**config.mk**
```make
export PLATFORM = sky130hd
export DESIGN_NAME = srec_ihex_data_extractor_unit
export DESIGN_NICKNAME = d
export VERILOG_FILES = /design/src/hdl/srec_pkg.sv /design/src/hdl/srec_ihex_data_extractor_unit.sv /design/src/hdl/srec_char_stage.sv /design/src/hdl/srec_parse_core.sv /design/src/hdl/srec_out_stage.sv
export VERILOG_INCLUDE_DIRS = /design/src /design/src/hdl
export SDC_FILE = /design/constraint.sdc
export NUM_CORES = 1
export LEC_CHECK = 0
export ABC_AREA = 1
export BUFFER_PORTS_ARGS = -buffer_cell sky130_fd_sc_hd__buf_2
export CORE_MARGIN = 1
export CORE_UTILIZATION = 65
export CTS_BUF_LIST = sky130_fd_sc_hd__clkbuf_16
export DETAILED_ROUTE_END_ITERATION = 10
export PLACE_DENSITY = 0.84
export SETUP_SLACK_MARGIN = 0.2
export SLEW_MARGIN = 20
export SYNTH_ARGS = -nofsm -noshare
export SYNTH_HDL_FRONTEND = slang
export SYNTH_SLANG_ARGS = --single-unit
```
**constraint.sdc**
```tcl
create_clock -name clk_i -period 4.8 [get_ports clk_i]
set_input_delay 0.72 -clock clk_i [delete_from_list [all_inputs] [get_ports clk_i]]
set_output_delay 0.72 -clock clk_i [all_outputs]
set_load 0.03 [all_outputs]
```
**src/hdl/srec_ihex_data_extractor_unit_macros.svh**
```systemverilog
// ----------------------------------------------------------------------------
// srec_ihex_data_extractor_unit_macros
// assertion macros shared by the record parser files
// ----------------------------------------------------------------------------
`ifndef SREC_IHEX_DATA_EXTRACTOR_UNIT_MACROS_SVH
`define SREC_IHEX_DATA_EXTRACTOR_UNIT_MACROS_SVH

// same-cycle implication, clocked on clk_i, held off during reset
`define SREC_ASSERT_NOW(lbl, ante, cons) \
  lbl: assert property (@(posedge clk_i) disable iff (!rst_ni) (ante) |-> (cons)) \
    else $error("srec assertion failed");

// next-cycle implication, clocked on clk_i, held off during reset
`define SREC_ASSERT_NEXT(lbl, ante, cons) \
  lbl: assert property (@(posedge clk_i) disable iff (!rst_ni) (ante) |=> (cons)) \
    else $error("srec assertion failed");

`endif

```
**src/hdl/srec_pkg.sv**
```systemverilog
// ----------------------------------------------------------------------------
// srec_pkg
// shared types, character codes and hex digit helpers for the record parser
// ----------------------------------------------------------------------------
`default_nettype none

package srec_pkg;

  localparam int unsigned PosW = 10;
  localparam logic [PosW-1:0] POS_MAX = '1;

  // character codes
  localparam logic [7:0] CH_NEWLINE = 8'h0A;
  localparam logic [7:0] CH_ZERO    = 8'h30;
  localparam logic [7:0] CH_ONE     = 8'h31;
  localparam logic [7:0] CH_THREE   = 8'h33;
  localparam logic [7:0] CH_NINE    = 8'h39;
  localparam logic [7:0] CH_UP_A    = 8'h41;
  localparam logic [7:0] CH_UP_F    = 8'h46;
  localparam logic [7:0] CH_LO_A    = 8'h61;
  localparam logic [7:0] CH_LO_F    = 8'h66;
  localparam logic [7:0] CH_UP_S    = 8'h53;

  // record kind codes
  localparam logic [2:0] KIND_NONE     = 3'd0;
  localparam logic [2:0] KIND_S1       = 3'd1;
  localparam logic [2:0] KIND_S3       = 3'd3;
  localparam logic [2:0] KIND_HEX_DATA = 3'd4;

  // format register codes
  localparam logic FMT_SREC = 1'b0;
  localparam logic FMT_IHEX = 1'b1;

  // result kind codes
  localparam logic RES_BYTE    = 1'b0;
  localparam logic RES_DISCARD = 1'b1;

  // word held in the input stage
  typedef struct packed {
    logic       vld;
    logic [7:0] code;
  } stage_t;

  // result word from the parser
  typedef struct packed {
    logic       vld;
    logic       kind;
    logic [7:0] data;
  } result_t;

  // {bad, value}
  function automatic logic [4:0] digit_value(input logic [7:0] c);
    logic [4:0] v;
    v = 5'h10;
    if (c >= CH_ZERO && c <= CH_NINE) begin
      v = {1'b0, c[3:0]};
    end else if ((c >= CH_UP_A && c <= CH_UP_F) || (c >= CH_LO_A && c <= CH_LO_F)) begin
      v = {1'b0, c[3:0] + 4'd9};
    end
    return v;
  endfunction

  function automatic logic [3:0] high_digit(input logic [7:0] c);
    logic [4:0] v;
    v = digit_value(c);
    return v[4] ? 4'hF : v[3:0];
  endfunction

  function automatic logic [7:0] make_byte(input logic [3:0] hi, input logic [7:0] c);
    logic [4:0] v;
    v = digit_value(c);
    return v[4] ? 8'hFF : {hi, v[3:0]};
  endfunction

endpackage

`default_nettype wire

```
**src/hdl/srec_ihex_data_extractor_unit.sv**
```systemverilog
// ----------------------------------------------------------------------------
// srec_ihex_data_extractor_unit
// payload byte extractor for s-record and intel hex text
// ----------------------------------------------------------------------------
// usage
//   input channel: one character word per handshake on char_code_i, taken at
//   a rising edge with in_valid_i high and in_stall_o low. a newline ends a
//   record line.
//   output channel: zero or one result word per character, on result_kind_o
//   (0 data byte, 1 discard mark from an s0 record) and payload_byte_o,
//   taken when out_valid_o is high and out_stall_i is low.
//   configuration: cfg_wr_en_i writes cfg_wr_data_i to the format register
//   (0 s-record, 1 intel hex); write only between lines or while idle.
// timing
//   one character per cycle sustained while the output is not stalled; the
//   parser is a single registered pass from the input stage to the result
//   register, after the character is first held in the input stage.
// reset
//   clears the line state, the format register (s-record) and both stages.
// stall
//   a stalled result holds; the input stage stalls only once it holds a word
//   that cannot move into the occupied result register.
// ----------------------------------------------------------------------------
`default_nettype none

module srec_ihex_data_extractor_unit (
  input  wire logic       clk_i,
  input  wire logic       rst_ni,
  input  wire logic       cfg_wr_en_i,
  input  wire logic       cfg_wr_data_i,
  input  wire logic       in_valid_i,
  output logic            in_stall_o,
  input  wire logic [7:0] char_code_i,
  output logic            out_valid_o,
  input  wire logic       out_stall_i,
  output logic            result_kind_o,
  output logic [7:0]      payload_byte_o
);
  import srec_pkg::*;
  `include "srec_ihex_data_extractor_unit_macros.svh"

  stage_t  stage;
  result_t result;
  logic    out_ready;
  logic    advance;

  // the held character moves on whenever the result register has room
  assign advance = stage.vld && out_ready;

  srec_char_stage u_char_stage (
    .clk_i       (clk_i),
    .rst_ni      (rst_ni),
    .in_valid_i  (in_valid_i),
    .in_stall_o  (in_stall_o),
    .char_code_i (char_code_i),
    .advance_i   (advance),
    .stage_o     (stage)
  );

  // line decode and format register
  srec_parse_core u_parse_core (
    .clk_i         (clk_i),
    .rst_ni        (rst_ni),
    .cfg_wr_en_i   (cfg_wr_en_i),
    .cfg_wr_data_i (cfg_wr_data_i),
    .advance_i     (advance),
    .stage_i       (stage),
    .result_o      (result)
  );

  srec_out_stage u_out_stage (
    .clk_i          (clk_i),
    .rst_ni         (rst_ni),
    .result_i       (result),
    .load_i         (advance),
    .ready_o        (out_ready),
    .out_valid_o    (out_valid_o),
    .out_stall_i    (out_stall_i),
    .result_kind_o  (result_kind_o),
    .payload_byte_o (payload_byte_o)
  );

  `SREC_ASSERT_NOW(a_discard_zero, out_valid_o && result_kind_o == RES_DISCARD, payload_byte_o == 8'd0)
  `SREC_ASSERT_NOW(a_stall_cause, in_stall_o, stage.vld && out_valid_o && out_stall_i)
  `SREC_ASSERT_NOW(a_out_from_stage, out_valid_o && !$past(out_valid_o), $past(stage.vld))

endmodule

`default_nettype wire

```
**src/hdl/srec_char_stage.sv**
```systemverilog
// ----------------------------------------------------------------------------
// srec_char_stage
// input register holding one character word ahead of the parser
// ----------------------------------------------------------------------------
`default_nettype none

module srec_char_stage (
  input  wire logic           clk_i,
  input  wire logic           rst_ni,
  input  wire logic           in_valid_i,
  output logic                in_stall_o,
  input  wire logic [7:0]     char_code_i,
  input  wire logic           advance_i,
  output srec_pkg::stage_t    stage_o
);
  import srec_pkg::*;

  logic       vld_q, vld_d;
  logic [7:0] code_q, code_d;
  logic       accept;

  // stall only while a held word cannot move on
  assign in_stall_o = vld_q && !advance_i;
  assign accept     = in_valid_i && !in_stall_o;

  always_comb begin
    vld_d  = vld_q;
    code_d = code_q;
    if (accept) begin
      vld_d  = 1'b1;
      code_d = char_code_i;
    end else if (advance_i) begin
      vld_d = 1'b0;
    end
  end

  always_ff @(posedge clk_i or negedge rst_ni) begin
    if (!rst_ni) begin
      vld_q <= 1'b0;
    end else begin
      vld_q <= vld_d;
    end
  end

  always_ff @(posedge clk_i) begin
    code_q <= code_d;
  end

  assign stage_o = '{vld: vld_q, code: code_q};

endmodule

`default_nettype wire

```
**src/hdl/srec_parse_core.sv**
```systemverilog
// ----------------------------------------------------------------------------
// srec_parse_core
// line state and format register, one character decoded per advance
// ----------------------------------------------------------------------------
`default_nettype none

module srec_parse_core (
  input  wire logic           clk_i,
  input  wire logic           rst_ni,
  input  wire logic           cfg_wr_en_i,
  input  wire logic           cfg_wr_data_i,
  input  wire logic           advance_i,
  input  srec_pkg::stage_t    stage_i,
  output srec_pkg::result_t   result_o
);
  import srec_pkg::*;
  `include "srec_ihex_data_extractor_unit_macros.svh"

  logic            fmt_q;
  logic [PosW-1:0] pos_q, pos_d;
  logic [2:0]      kind_q, kind_d;
  logic [7:0]      count_q, count_d;
  logic [3:0]      hi_q, hi_d;
  logic [7:0]      left_q, left_d;
  logic [7:0]      first_q, first_d;

  logic [7:0]      c;
  logic [7:0]      mb;
  logic [7:0]      addr_ck;
  logic [PosW-1:0] start;
  logic            srec_kind;

  assign c         = stage_i.code;
  assign mb        = make_byte(hi_q, c);
  assign srec_kind = (kind_q >= KIND_S1) && (kind_q <= KIND_S3);
  // address bytes plus checksum
  assign addr_ck   = {5'd0, kind_q} + 8'd2;
  assign start     = {{(PosW-4){1'b0}}, kind_q, 1'b0} + PosW'(6);

  always_comb begin
    pos_d    = pos_q;
    kind_d   = kind_q;
    count_d  = count_q;
    hi_d     = hi_q;
    left_d   = left_q;
    first_d  = first_q;
    result_o = '0;
    if (c == CH_NEWLINE) begin
      pos_d   = '0;
      kind_d  = KIND_NONE;
      count_d = '0;
      hi_d    = '0;
      left_d  = '0;
      first_d = '0;
    end else begin
      if (pos_q != POS_MAX) begin
        pos_d = pos_q + PosW'(1);
      end
      if (fmt_q == FMT_SREC) begin
        if (pos_q == PosW'(0)) begin
          first_d = c;
        end else if (pos_q == PosW'(1)) begin
          kind_d = KIND_NONE;
          if (first_q == CH_UP_S) begin
            if (c == CH_ZERO) begin
              result_o = '{vld: 1'b1, kind: RES_DISCARD, data: 8'd0};
            end else if (c >= CH_ONE && c <= CH_THREE) begin
              kind_d = c[2:0];
            end
          end
        end else if (pos_q == PosW'(2)) begin
          hi_d = high_digit(c);
        end else if (pos_q == PosW'(3)) begin
          count_d = mb;
          if (srec_kind && mb > addr_ck) begin
            left_d = mb - addr_ck;
          end else begin
            left_d = '0;
          end
        end else if (srec_kind && left_q != 8'd0 && pos_q >= start) begin
          // data start is even, so the low bit picks the digit
          if (!pos_q[0]) begin
            hi_d = high_digit(c);
          end else begin
            result_o = '{vld: 1'b1, kind: RES_BYTE, data: mb};
            left_d   = left_q - 8'd1;
          end
        end
      end else begin
        if (pos_q == PosW'(1)) begin
          hi_d = high_digit(c);
        end else if (pos_q == PosW'(2)) begin
          count_d = mb;
        end else if (pos_q == PosW'(7)) begin
          first_d = c;
        end else if (pos_q == PosW'(8)) begin
          if (first_q == CH_ZERO && c == CH_ZERO) begin
            kind_d = KIND_HEX_DATA;
            left_d = count_q;
          end else begin
            kind_d = KIND_NONE;
            left_d = '0;
          end
        end else if (pos_q >= PosW'(9) && kind_q == KIND_HEX_DATA && left_q != 8'd0) begin
          // data starts at an odd position
          if (pos_q[0]) begin
            hi_d = high_digit(c);
          end else begin
            result_o = '{vld: 1'b1, kind: RES_BYTE, data: mb};
            left_d   = left_q - 8'd1;
          end
        end
      end
    end
    if (!stage_i.vld) begin
      result_o.vld = 1'b0;
    end
  end

  always_ff @(posedge clk_i or negedge rst_ni) begin
    if (!rst_ni) begin
      fmt_q   <= FMT_SREC;
      pos_q   <= '0;
      kind_q  <= KIND_NONE;
      count_q <= '0;
      hi_q    <= '0;
      left_q  <= '0;
      first_q <= '0;
    end else begin
      if (cfg_wr_en_i) begin
        fmt_q <= cfg_wr_data_i;
      end
      if (advance_i) begin
        pos_q   <= pos_d;
        kind_q  <= kind_d;
        count_q <= count_d;
        hi_q    <= hi_d;
        left_q  <= left_d;
        first_q <= first_d;
      end
    end
  end

  `SREC_ASSERT_NEXT(a_newline_restarts, advance_i && c == CH_NEWLINE, pos_q == '0 && left_q == '0)
  `SREC_ASSERT_NEXT(a_pos_saturates, advance_i && c != CH_NEWLINE && pos_q == POS_MAX, pos_q == POS_MAX)
  `SREC_ASSERT_NOW(a_byte_needs_left, result_o.vld && result_o.kind == RES_BYTE, left_q != 8'd0)

endmodule

`default_nettype wire

```
**src/hdl/srec_out_stage.sv**
```systemverilog
// ----------------------------------------------------------------------------
// srec_out_stage
// result register towards the receiver, reloads as the old word is taken
// ----------------------------------------------------------------------------
`default_nettype none

module srec_out_stage (
  input  wire logic           clk_i,
  input  wire logic           rst_ni,
  input  srec_pkg::result_t   result_i,
  input  wire logic           load_i,
  output logic                ready_o,
  output logic                out_valid_o,
  input  wire logic           out_stall_i,
  output logic                result_kind_o,
  output logic [7:0]          payload_byte_o
);
  import srec_pkg::*;

  logic       vld_q, vld_d;
  logic       kind_q, kind_d;
  logic [7:0] data_q, data_d;

  assign ready_o = !vld_q || !out_stall_i;

  always_comb begin
    vld_d  = vld_q;
    kind_d = kind_q;
    data_d = data_q;
    if (load_i && result_i.vld) begin
      vld_d  = 1'b1;
      kind_d = result_i.kind;
      data_d = result_i.data;
    end else if (!out_stall_i) begin
      vld_d = 1'b0;
    end
  end

  always_ff @(posedge clk_i or negedge rst_ni) begin
    if (!rst_ni) begin
      vld_q <= 1'b0;
    end else begin
      vld_q <= vld_d;
    end
  end

  always_ff @(posedge clk_i) begin
    kind_q <= kind_d;
    data_q <= data_d;
  end

  assign out_valid_o    = vld_q;
  assign result_kind_o  = kind_q;
  assign payload_byte_o = data_q;

endmodule

`default_nettype wire
```
### Word-level counts from Yosys, hierarchy flattened

Cells that the tools add are included.

* register bits: 61
* input port bits: 14
* output and inout port bits: 11
* logic and storage cells: 211

* add/sub/neg operators: 6
* order comparisons: 13
* eq/ne operators: 32
* multiplexer cells: 110
* reduce and logical (&&, ||, !) cells: 38

Operator list (count)
* 8-bit 2-to-1 mux: 31
* 10-bit 2-to-1 mux: 18
* 5-bit 2-to-1 mux: 26
* 4-bit 2-to-1 mux: 18
* 3-bit 2-to-1 mux: 12
* 4-bit inequality test, second input constant: 7
* 11-bit AND reduction: 2
* 10-bit by 2-bit == test with 1-bit output, second input constant: 2
* 3-bit by 1-bit inequality test with 1-bit output, second input constant: 6
* 8-bit by 6-bit == test with 1-bit output, second input constant: 2
* 8-bit by 6-bit greater-or-equal comparator with 1-bit output, second input constant: 2
* 8-bit by 7-bit greater-or-equal comparator with 1-bit output, second input constant: 2
* 8-bit by 6-bit less-or-equal comparator with 1-bit output, second input constant: 2
* 8-bit by 7-bit less-or-equal comparator with 1-bit output, second input constant: 2
* 4-bit nonzero test: 4
* 1-bit logical AND: 15
* 3-bit inequality test, second input constant: 5
* 7-bit AND reduction: 2
* 10-bit by 1-bit adder with 10-bit output, second input constant: 1
* 10-bit by 1-bit == test with 1-bit output, second input constant: 1
* 10-bit by 3-bit == test with 1-bit output, second input constant: 1
* 10-bit by 4-bit == test with 1-bit output, second input constant: 1
* 10-bit greater-or-equal comparator: 1
* 10-bit by 4-bit greater-or-equal comparator with 1-bit output, second input constant: 1
* 24 further kinds: 35

### Logic depth before layout (Yosys ltp)

* depth in word-level cells: 22
* mapped depth: 23
* mapped depth without buffers: 23

### By module

Synthesis repeated with hierarchy kept, for this count alone.

* cells, all modules: 579
* area, all modules: 4374.2 µm²

By module, submodules not included
* srec_parse_core: times used 1, cells an instance 547, area an instance 3746.1 µm², seq. area each 1051.0 µm²
* srec_out_stage: times used 1, cells an instance 14, area an instance 315.3 µm², seq. area each 295.3 µm²
* srec_char_stage: times used 1, cells an instance 16, area an instance 305.3 µm², seq. area each 265.3 µm²
* srec_ihex_data_extractor_unit: times used 1, cells an instance 2, area an instance 7.5 µm², seq. area each 0.0 µm²

### Least setup slack after synthesis

OpenSTA, ideal clock, no wires.

* kind: register to register
* start: reg u_char_stage.code_q[0]
* end: reg u_parse_core.left_q[0]
* library setup time: 117 ps
* arrival: 2840 ps
* data required time: 4683 ps
* path slack: 1843 ps
* stages on the path, launching flop included: 22
* path buffers: 0
* period minus slack after synthesis: 2957 ps
* cells stage by stage: edfxtp_1 -> inv_1 -> ha_1 -> o21ai_0 -> nand2_1 -> nand2_1 -> inv_1 -> nand2_1 -> o21ai_0 -> ha_1 -> inv_1 -> fa_1 -> nand2_1 -> nand2_1 -> nand2_1 -> nand2_1 -> a21oi_1 -> nand3_1 -> o21bai_1 -> nor2_1 -> nor2_1 -> nor2_1

* longest elaborated chain between the ends: 15
* elaborated cells on any way between the ends: 43
* classes of those cells: add/sub (2); order compare (7); eq/ne (10); mux (15); reduce/logical (9)

RTL lines
* from (decl): RTL line srec_char_stage.sv:19 `logic [7:0] code_q, code_d;`
* from (signal assigned): RTL line srec_char_stage.sv:46 `code_q <= code_d;`
* 8-bit by 7-bit greater-or-equal comparator with 1-bit output or 8-bit by 7-bit less-or-equal comparator with 1-bit output (tied branches): RTL line srec_pkg.sv:57 `end else if ((c >= CH_UP_A && c <= CH_UP_F) || (c >= CH_LO_A && c <= CH_LO_F)) begin`
* 1-bit logical AND: RTL line srec_pkg.sv:57
* 1-bit logical OR: RTL line srec_pkg.sv:57
* 5-bit 2-to-1 mux: RTL line srec_pkg.sv:57
* 5-bit 2-to-1 mux: RTL line srec_pkg.sv:55 `if (c >= CH_ZERO && c <= CH_NINE) begin`
* 8-bit 2-to-1 mux: RTL line srec_pkg.sv:72 `return v[4] ? 8'hFF : {hi, v[3:0]};`
* 8-bit greater-than comparator: RTL line srec_parse_core.sv:75 `if (srec_kind && mb > addr_ck) begin`
* 1-bit logical AND: RTL line srec_parse_core.sv:75
* 8-bit 2-to-1 mux: RTL line srec_parse_core.sv:75
* 8-bit 2-to-1 mux: RTL line srec_parse_core.sv:73 `end else if (pos_q == PosW'(3)) begin`
* 8-bit 2-to-1 mux: RTL line srec_parse_core.sv:71 `end else if (pos_q == PosW'(2)) begin`
* 8-bit 2-to-1 mux: RTL line srec_parse_core.sv:62 `end else if (pos_q == PosW'(1)) begin`
* 8-bit 2-to-1 mux: RTL line srec_parse_core.sv:60 `if (pos_q == PosW'(0)) begin`
* 8-bit 2-to-1 mux: RTL line srec_parse_core.sv:59 `if (fmt_q == FMT_SREC) begin`
* 8-bit 2-to-1 mux: RTL line srec_parse_core.sv:48 `if (c == CH_NEWLINE) begin`
* to (signal assigned): RTL line srec_parse_core.sv:138 `left_q <= left_d;`
* to (decl): RTL line srec_parse_core.sv:24 `logic [7:0] left_q, left_d;`

Several ways; a longest one is shown, not always the timed one. The select of a mux whose other input is x is not followed.
A chain may end at the register's enable or synchronous reset.

### Worst setup path after layout

* start: reg u_char_stage.code_q[0]
* end: reg u_parse_core.left_q[4]

Same word-level chain as after synthesis.

==> metrics.md <==
| Metric | Value |
|---|---|
| Rows | 29 |
| Period Utilization, post-route | about three quarters |
| Pre-Repair DR Iteration Count | 5 |
| Final worst clock skew | between 0.004 and 0.005 ns |
| Number of synthesized register bits | between 60 and 70 |
| Fmax achieved | 280 MHz |
| Slowest-stage cell, CP | fa_1 |
| Setup TNS | 0 ns |
| Relative slew slack | between 40 and 50% |
| Routed vias | around 4100 |
| CTS clock-pin slew for the worst setup and hold paths | 0.05 ns |
| Cell Pwr Density | 478 nW/µm² |
| CTS Hold Bufs | 0 |
| Die height | roughly 84 µm |
| Dpl hpwl | slightly below 8 mm |
| Final Non-Filler Cells | 709 |
| Final GP Congestion | between 0.9 and 1 |
| Synth warnings | 0 |
| Clock buffer depth | 2 |
| Input/output buffers | 24 |
| CTS tree | built |
| Antenna violations before repair | 0 |
| Post-route DRC | 0 |
| Final WS setup | 1.23 ns |
| Setup bufs post-CTS | 0 |
| CP peak stage delay | about 0.46 ns |
| Library cells used by synthesis | 38 |
| Crit Path Max Fanout | 6 |
| P_leak | roughly 2.5 nW |
| All-Layer GR Usage | roughly a third |
| Htree depth | 3 |
| First-pass GRT wire length | between 15 and 20 mm |
| WP data required | 5.02 ns |
| Critical path class | register to register |
| Ratio of cells with drive above 1 in the final layout | between 10 and 15% |
| Top FF cell, synth | dfrtp_1 |
| CP arrival | 3.80 ns |
| Final setup fails | 0 |
| Mean Syn Cell Area | ~7.3 µm² |
| Fin util | 75.8% |
| Period minus WS final | ~3.6 ns |
| CP Launch Type | register |
| Largest net degree at the start of global routing | between 40 and 50 |
| Outcome | complete, no violations |
| CP endpoint kind | register |
| Final global-route overflow total | 0 |
| Post-Route WL | 10.8 mm |
| WHS | 0.380 ns |
| Total Power | approximately 2.3 mW |
| Slew at the pin with the worst max-slew slack | 0.810 ns |
| Final Hold Viols | 0 |
| Post-CTS sizing | 0 |
| Placed Area | around 4500 µm² |
| Nets | 669 |
| Drt initial violations | approximately 380 |
| Root Driver | clkbuf_16 |
| Max-Cap Viols | 0 |
| Hold WC Path Type | primary input to async pin |
| Vias in the first global route | 3813 |
| Initial core utilization | 67.8% |
| Critical-path cell list | inv_1 > ha_1 > o21ai_0 > nand2_1 > nand2_1 > inv_1 > nand2_1 > o21ai_0 > ha_1 > inv_1 > fa_1 > nand2_1 > nand2_1 > nand2_1 > nand2_1 > a21oi_1 > nand3_1 > o21bai_1 > nor2_1 > nor2_1 > nor2_1 |
| Ant. Diodes | 0 |
| Die Area | 7030 µm² |
| Ys async rst share | 72.1% |
| Mapped Nets | 637 |
| Core ar. | about 6400 µm² |
| Area growth syn-to-layout | 11.8% |
| Total CTS buffers | 9 |
| Routed Antenna Nets | 0 |
| CTS sink count | between 60 and 70 |
| Drt via density | slightly below 6 |
| Final Max Slew Viols | 0 |
| WL/cell | between 15 and 20 µm |
| Post-Synthesis Cell Area | between 4000 and 5000 µm² |
| Worst VDD drop | 0.324 mV |
| RSZ-0062 raised after global routing | false |
| Register area share after synthesis | between 30% and 40% |
| Clk_lat worst skew | roughly 0.34 ns |
| Die width | between 80 and 90 µm |
| DP Worst Slack | ~1.4 ns |
| Final instance area | roughly 5000 µm² |
| Cells after Synth | 595 |
| Boundary Pins | 25 |
| Cells after DPL | about 690 |
| Worst path most repeated cell | nand2_1 |
| EDFF count, synth | 17 |
-- registers in the layout (all words and copies together) (netlist names) --
signal / count
u_parse_core.pos_q: 10
u_char_stage.code_q: 8
u_out_stage.payload_byte_o: 8
u_parse_core.count_q: 8
u_parse_core.first_q: 8
u_parse_core.left_q: 8
u_parse_core.hi_q: 4
u_parse_core.kind_q: 3
u_char_stage.vld_q: 1
u_out_stage.out_valid_o: 1
u_out_stage.result_kind_o: 1
u_parse_core.fmt_q: 1
-- logic make-up after synthesis --
family                   Yosys count  synth area share, %
adder cells (fa/ha/maj)           28                 8.22
AND/OR/NAND/NOR                  346                 36.7
XOR/XNOR                           9                 1.81
buffers and inverters             90                 8.19
flip-flops                        61                 37.0
AO/OA/AOI/OAI                     61                 8.08
-- layout make-up --
class                           instances  area, µm²
Clock buffer                            9        225
Clock inverter                          7       91.3
Fill cell                             490       1560
Inverter                               87        333
Multi-Input combinational cell        444       2390
Sequential cell                        61       1610
Tap cell                               77       96.3
Timing Repair Buffer                   24        123
-- layout by cell type (no fill, tap or decap), types with 2 or more instances in the layout --
cell,synthesis,final
nand2_2,9,9
a21oi_1,16,16
o211ai_1,2,2
nor3_1,5,5
xor2_1,6,6
o21ai_2,4,4
nand3_4,2,2
inv_2,7,7
nand2_1,148,148
nand3b_1,2,2
o21ai_1,7,7
inv_4,2,2
clkinv_2,1,3
o31ai_1,5,5
bufinv_16,0,2
a31oi_1,3,3
nor4_1,2,2
nor2_1,91,91
inv_1,77,78
nand2_4,2,2
xnor2_1,3,3
clkinv_4,0,2
buf_2,1,23
nand3_2,7,7
nand4_1,6,6
nor2_4,6,6
clkbuf_16,0,9
o21ai_0,20,20
nor2_2,11,11
edfxtp_1,17,17
dfrtp_1,44,44
nand3_1,54,54
ha_1,27,27
-- power breakdown --
part	switching (mW)	internal, mW	total (mW)
sequential	0.150	0.685	0.835
clock	0.246	0.452	0.698
combinational	0.526	0.269	0.795
-- cells in the mapped netlist, drive strengths merged, types with 2 or more instances --
master  count  area share, %
nand2     159             15
nor2      109             11
inv        86            7.5
nand3      63            8.6
dfrtp      44             25
o21ai      31            3.9
ha         27            7.8
a21oi      17            2.0
edfxtp     17             12
nand4       6           0.86
xor2        6            1.2
nor3        5           0.57
o31ai       5           0.86
a31oi       3           0.43
buf         3           0.55
xnor2       3           0.60
nand3b      2           0.34
nor4        2           0.29
o211ai      2           0.34
-- per-layer routing --
layer	vias to the layer above	global-route usage [%]	share of wire (%)
li1	1982	-	-
met1	1875	42.9	42
met2	205	54.3	47
met3	23	5.93	8.4
met4	0	12.9	1.8
met5	-	0	0
-- critical path, delay by kind of cell, from the launching register on --
kind	cells	cell delay, ns
AO/OA/AOI/OAI	4	0.77
buffers and inverters	3	0.42
adder cells (fa/ha/maj)	3	0.92
AND/OR/NAND/NOR	11	0.90
flip-flops	1	0.44
-- final timing paths --
check | startpoint | end | slack, ns | cells after the start
hold reg to reg | u_parse_core.count_q[7] | u_parse_core.count_q[7] | 0.49 | 2
setup reg to reg | u_char_stage.code_q[0] | u_parse_core.left_q[4] | 1.23 | 21
max in group asynchronous | rst_ni | u_parse_core.count_q[1] | 3.99 | 1
setup / recovery | u_char_stage.code_q[0] | u_parse_core.left_q[4] | 1.23 | 21
min in group clk_i | u_parse_core.count_q[7] | u_parse_core.count_q[7] | 0.49 | 2
hold / removal | rst_ni | u_parse_core.pos_q[7] | 0.38 | 1
(Power assumes the default switching activity.)
